===== src/rtl/rgbf_pkg.sv =====
package rgbf_pkg;

    localparam int ChanW = 8;

    typedef logic [1:0]       req_kind_t;
    typedef logic [ChanW-1:0] duty_t;

    localparam req_kind_t REQ_TICK       = 2'd0;
    localparam req_kind_t REQ_BRIGHT     = 2'd1;
    localparam req_kind_t REQ_FADE       = 2'd2;
    localparam req_kind_t REQ_FADE_EVENT = 2'd3;

    typedef struct packed {
        req_kind_t req_type;
        duty_t     red_value;
        duty_t     green_value;
        duty_t     blue_value;
        duty_t     bright_value;
    } req_t;

    typedef struct packed {
        duty_t red;
        duty_t green;
        duty_t blue;
        duty_t bright;
    } color_t;

    typedef struct packed {
        color_t cur;
        color_t goal;
        logic   fade_active;
        logic   notify_on_done;
    } fade_state_t;

    typedef struct packed {
        duty_t red_drive;
        duty_t green_drive;
        duty_t blue_drive;
        duty_t bright_drive;
        logic  fading;
        logic  timeout_event;
    } rsp_t;

endpackage


===== src/rtl/rgbf_step.sv =====
module rgbf_step
    import rgbf_pkg::*;
(
    input  req_t        req,
    input  fade_state_t state,
    output fade_state_t state_next,
    output logic        timeout_event
);

    function automatic duty_t step_toward(input duty_t now, input duty_t goal);
        duty_t res;
        begin
            if (now > goal)
            begin
                res = now - duty_t'(1);
            end
            else if (now < goal)
            begin
                res = now + duty_t'(1);
            end
            else
            begin
                res = now;
            end
            return res;
        end
    endfunction

    fade_state_t cmd_state;
    fade_state_t stepped;
    logic        reached;

    // apply the command first
    always_comb
    begin
        cmd_state = state;
        unique case (req.req_type) inside
            REQ_TICK:
            begin
                cmd_state = state;
            end
            REQ_BRIGHT:
            begin
                cmd_state.cur.bright = req.bright_value;
            end
            REQ_FADE, REQ_FADE_EVENT:
            begin
                cmd_state.fade_active    = 1'b1;
                cmd_state.goal.red       = req.red_value;
                cmd_state.goal.green     = req.green_value;
                cmd_state.goal.blue      = req.blue_value;
                cmd_state.goal.bright    = req.bright_value;
                cmd_state.notify_on_done = (req.req_type == REQ_FADE_EVENT);
            end
            default:
            begin
                cmd_state = state;
            end
        endcase
    end

    // then advance one step toward the goals and test completion
    always_comb
    begin
        stepped            = cmd_state;
        stepped.cur.red    = step_toward(cmd_state.cur.red,    cmd_state.goal.red);
        stepped.cur.green  = step_toward(cmd_state.cur.green,  cmd_state.goal.green);
        stepped.cur.blue   = step_toward(cmd_state.cur.blue,   cmd_state.goal.blue);
        stepped.cur.bright = step_toward(cmd_state.cur.bright, cmd_state.goal.bright);
        reached = (stepped.cur == stepped.goal);

        state_next    = cmd_state;
        timeout_event = 1'b0;
        if (cmd_state.fade_active)
        begin
            state_next = stepped;
            if (reached)
            begin
                state_next.fade_active = 1'b0;
                timeout_event          = cmd_state.notify_on_done;
            end
        end
    end

endmodule


===== config.mk =====
export PLATFORM = sky130hd
export DESIGN_NAME = rgbf_step
export DESIGN_NICKNAME = d
export VERILOG_FILES = /design/src/rtl/rgbf_pkg.sv /design/src/rtl/rgbf_step.sv
export SDC_FILE = /design/constraint.sdc
export NUM_CORES = 1
export LEC_CHECK = 0
export BUFFER_PORTS_ARGS = -buffer_cell sky130_fd_sc_hd__buf_2
export CAP_MARGIN = 20
export CORE_MARGIN = 4
export CORE_UTILIZATION = 53
export DETAILED_ROUTE_END_ITERATION = 8
export PLACE_DENSITY = 0.89
export REMOVE_ABC_BUFFERS = 1
export SLEW_MARGIN = 15
export SYNTH_ARGS = -nofsm -noshare
export SYNTH_HDL_FRONTEND = slang
export SYNTH_SLANG_ARGS = --single-unit

===== constraint.sdc =====
create_clock -name vclk -period 4.8
set_clock_uncertainty 0.15 [all_clocks]
set_input_delay 0.24 -clock vclk [all_inputs]
set_output_delay 0.24 -clock vclk [all_outputs]
set_load 0.01 [all_outputs]

==> results of run 1 <==
stage by stage:
stage	hold slack, ns	power (uW)	setup slack, ns
2_1_floorplan	0.410	402	0.753
3_3_place_gp	0.640	629	0.341
3_5_place_dp	0.646	640	0.309
4_1_cts	0.651	643	0.303
5_1_grt	0.669	714	0.0538
6_report	0.657	653	0.343
power groups by stage:
stage / clock, uW / sequential, uW / combinational [uW]
4_1_cts: 0 / 0 / 643
5_1_grt: 0 / 0 / 714
2_1_floorplan: 0 / 0 / 402
3_3_place_gp: 0 / 0 / 629
3_5_place_dp: 0 / 0 / 640
6_report: 0 / 0 / 653
layout make-up:
| cell class | count | share of cell area (%) |
|---|---|---|
| inverter | 48 | 3.46 |
| multi-input combinational | 536 | 76.4 |
| tap | 102 | 2.45 |
| timing repair buffer | 177 | 17.7 |
layout by cell type (no fill, tap or decap), drive strengths merged, types with 8 or more instances in the layout:
cell type | Yosys | routed
buf | 17 | 177
xnor2 | 60 | 60
nand2 | 53 | 53
inv | 48 | 48
nor2 | 46 | 46
mux2i | 38 | 38
ha | 32 | 32
nand3 | 27 | 27
a21oi | 26 | 26
o21ai | 26 | 26
nor3 | 20 | 20
xor2 | 16 | 16
nand4 | 14 | 14
and3 | 13 | 13
mux2 | 12 | 12
nor4 | 11 | 11
a21o | 9 | 9
a211oi | 9 | 9
or3 | 9 | 9
o22ai | 8 | 8
worst paths after layout:
path        endpoint  depth (start not counted)  slack (ns)
min   state_next[57]                          3        0.66
max    state_next[1]                         17        0.34
kinds of logic (layout without fill, tap and decap cells):
group           count (synthesis)  count (layout)
buf+inv                        81             225
compound gates                150             150
simple gates                  227             227
xor+xnor                       77              77
fa+ha+maj                      32              32
mux                            50              50
worst max-delay path, delay by kind of cell:
kind | cells | cell delay, ns
adders and majority gates | 1 | 0.35
and+or+nand+nor | 6 | 1.20
AOI/OAI and AO/OA | 6 | 1.60
buffers and inverters | 4 | 0.69
Yosys cell counts (all sizes together) (3+ instances only):
library cell and instances:
a221oi 4, ha 32, or3 9, inv 48, and3 13, o2111ai 4
a21boi 4, nand4 14, a2111oi 4, a211o 3, and2 4, o211ai 7
nor2b 5, a21o 9, a21oi 26, xor2 16, nor4 11, mux2i 38
nor3 20, a211oi 9, clkbuf 16, nor2 46, nand2 53, a31oi 6
o21a 4, o221ai 5, mux2 12, nand3 27, o22ai 8, a311oi 3
nand2b 7, o31ai 3, buf 17, a22o 4, o21ai 26, and4 5
xnor2 60
metal layers:
layer  track usage [%]  vias to the layer above  part of all wire (%)
met2              52.3                      291                    49
met3              3.00                       36                   8.2
met4              7.25                        0                   2.5
li1                  -                     2580                     -
met1              35.9                     2447                    40
met5                 0                        -                     0
==> results.txt, run 1 <==
Hold/Removal Path Class: input port to output port
final number of hold-violating endpoints: 0
vias in the first global route: 5245
RePlAce Congestion: 0.982
fmax: 0.224 GHz
cell-internal power: 268 uW
clock power share: 0%
I/O pin cnt: 167
leading area contributor after synthesis: xnor2_1
Starting Density: 55.2%
post-synthesis compound-gate area fraction: 26.0%
Tmin final: 4.46 ns
WL/cell: 17.1 um
max incr delay on CP: 0.42 ns
CLK BUF: 0
post-synthesis sequential area ratio: 0%
crit end category: output port
fin nets: 895
mux share of post-synthesis cell area: 13.3%
mean area per synthesized cell: 6.99 um^2
crit path max fanout: 12
DRC Markers: 0
grt ovf: 0
DP Wirelength: 12.2 mm
Pins Over Slew Limit: 0
# port buffers: 167
Cell variety after synth: 86
CP cell instances: buf_2, nand2b_1, nand2_1, a21boi_0, inv_1, ha_1, and4b_1, a311oi_1, o21ai_1, a21o_1, buf_4, or3_1, o211ai_1, nor4_1, and4_1, a31oi_1, buf_2
FILL cells: 740
slowest stage cell, crit path: a311oi_1
post-CTS setup repair buffer count: 0
outcome: completed
Die Height: 98.2 um
crit path DAT: 4.07 ns
Finished Layout Cells: 863
Most Frequent Cell on Critical Path: buf_2
Comb pwr share: 100.0%
P&R area growth vs syn: 20.9%
Final Instance Area: 5210 um^2
GRT Total Usage: 28.7%
num rows: 32
pin count of the biggest net entering global routing: 32
MaxCap Viol Count: 0
diodes inserted: 0
area of placed instances: 5200 um^2
setup_tns: 0 ns
Syn. warnings: 0
switching power: 386 uW
1st-iter DRT viols: 276
footprint of the multi-input gates: 3980 um^2
initial antenna violation count: 0
TritonRoute pass-1 iters: 5
vias after detailed routing: 5354
placed cell count: 863
crit share post-route: 92.9%
total wire length: 14.8 mm
crit path from: req[33]
CORE AREA: 7810 um^2
die width: 98.2 um
Synth Area in Adders: 9.29%
Die ar.: 9640 um^2
CTS Hold Bufs: 0
CP startpoint kind: input port
final setup vio count: 0
largest cells by area after synthesis: xnor2_1 12%, ha_1 9.3%, mux2i_1 7.7%, nand2_1 4.6%, inv_1 4.1%
post-synthesis cell count: 617
first-pass GRT wire length: 24.1 mm
Synth top area share: 11.8%
Sw Ratio: 59.0%
P per Cell Area: 125 nW/um^2
Gates resized, CTS repair: 0
Simple-Gate Fraction of Synth Area: 27.1%
largest family of logic cells by synthesized area: simple AND/OR/NAND/NOR gates
Vias/cell: 6.20
share of layout cells above drive strength 1: 28.1%
peak supply drop: 0.0000699 V
DRT antenna net count: 0
Worst Path Required: 4.41 ns
Slew @ Worst Pin: 0.531 ns
Pleak: 0.00247 uW
seq_cells: 0
register area: 0 um^2
Synth Cell Area: 4310 um^2
WS Path Type: input port to output port
RSZ-0062 raised after global routing: no
Util after Layout: 66.8%
hold path start: state[57]
Slew HR: 63.6%
Sequential Power Share: 0%
Post-Synth XOR/XNOR Area: 16.5%
(Power assumes the default switching activity.)
==> inputs of run 2 (changes only) <==
--- a/config.mk
+++ b/config.mk
@@ -7,10 +7,12 @@
 export LEC_CHECK = 0
 export BUFFER_PORTS_ARGS = -buffer_cell sky130_fd_sc_hd__buf_2
 export CAP_MARGIN = 20
+export CELL_PAD_IN_SITES_DETAIL_PLACEMENT = 1
+export CELL_PAD_IN_SITES_GLOBAL_PLACEMENT = 1
 export CORE_MARGIN = 4
-export CORE_UTILIZATION = 53
+export CORE_UTILIZATION = 36
 export DETAILED_ROUTE_END_ITERATION = 8
-export PLACE_DENSITY = 0.89
+export PLACE_DENSITY = 0.88
 export REMOVE_ABC_BUFFERS = 1
 export SLEW_MARGIN = 15
 export SYNTH_ARGS = -nofsm -noshare
==> results.txt, run 2 (synthesis results as in run 1) <==
outcome: completed
final number of hold-violating endpoints: 0
Finished Layout Cells: 908
CP cell instances: buf_2, buf_4, mux2i_1, ha_1, and4_1, and3_1, nand3_1, o211a_1, a211oi_1, o2bb2ai_1, nor4_1, and4_1, and4_1, buf_2
setup_tns: 0 ns
max incr delay on CP: 0.38 ns
crit path max fanout: 10
RePlAce Congestion: 0.917
peak supply drop: 0.0000572 V
pin count of the biggest net entering global routing: 25
share of layout cells above drive strength 1: 29.2%
register area: 0 um^2
placed cell count: 908
total wire length: 17.6 mm
commonest non-fill, non-tap cell in the layout: buf_2
MaxCap Viol Count: 0
TritonRoute pass-1 iters: 5
seq_cells: 0
CLK BUF: 0
P&R area growth vs syn: 23.4%
setup slack at placement: 0.0122 ns
crit share post-route: 94.1%
RSZ-0062 raised after global routing: no
Slew @ Worst Pin: 0.611 ns
Hold/Removal Path Class: input port to output port
P per Cell Area: 128 nW/um^2
vias after detailed routing: 5437
Pins Over Slew Limit: 0
slowest stage cell, crit path: mux2i_1
crit path DAT: 4.13 ns
fmax: 0.221 GHz
WS Path Type: input port to output port
Starting Density: 37.3%
CP startpoint kind: input port
worst setup margin: 0.283 ns
Most Frequent Cell on Critical Path: and4_1
CORE AREA: 11600 um^2
most frequent cells in the layout: 167 x buf_2, 58 x xnor2_1, 53 x nand2_1
footprint of the multi-input gates: 4020 um^2
vias in the first global route: 5650
Die Height: 117 um
crit end category: output port
Tmin final: 4.52 ns
# port buffers: 167
DRC Markers: 0
diodes inserted: 0
I/O pin cnt: 167
final setup vio count: 0
Vias/cell: 5.99
WL/cell: 19.4 um
Die ar.: 13800 um^2
1st-iter DRT viols: 273
grt ovf: 0
Worst Path Required: 4.41 ns
DRT antenna net count: 0
Pleak: 0.00249 uW
total power draw: 681 uW
initial antenna violation count: 0
FILL cells: 1566
DP Wirelength: 14.8 mm
GRT Total Usage: 24.0%
Slew HR: 58.1%
num rows: 39
CTS Hold Bufs: 0
Util after Layout: 46.0%
fin nets: 899
die width: 117 um
first-pass GRT wire length: 28.6 mm
==> run 2: worst max-delay path: cells and delay by family <==
family / cells / cell delay (ns)
adder cells (fa/ha/maj): 1 / 0.22
buffers and inverters: 3 / 0.75
multiplexers: 1 / 0.38
AND/OR/NAND/NOR: 6 / 1.77
AO/OA/AOI/OAI: 3 / 0.75
==> run 2: path summary, 6_finish.rpt <==
kind	from	end	slack, ns	cells past startpoint
max	req[33]	timeout_event	0.28	14
min	state[57]	state_next[57]	0.64	3
==> run 2: stage by stage <==
step                      area (um^2)  hold slack [ns]
after global routing             5320            0.655
after floorplan                  4150            0.410
after detailed placement         5270            0.645
after global placement           5270            0.646
after CTS                        5270            0.646
final                            5320            0.644
==> run 2: per-layer routing <==
layer  vias up  GRT usage (%)  routed length [um]
li1       2581              -                   -
met1      2629           31.3                7620
met2       205           43.2                8680
met3        22           2.36                1040
met4         0           4.40                 262
met5         -              0                   0
==> run 2: report_power, final <==
part	internal, uW	switching (uW)
combinational	273	407
clock	0	0
sequential	0	0
total	273	407
==> run 2: timing repair <==
item	4_1_cts	5_1_grt
setup buffers	0	0
setup endpoints to repair	0	2
endpoints found under the hold margin	0	0
gates resized for setup	0	7
==> run 2: final cells by class <==
type / count / area share (%)
multi-input combinational: 536 / 75.6
timing repair buffer: 181 / 17.7
inverter: 48 / 3.39
tap: 143 / 3.36
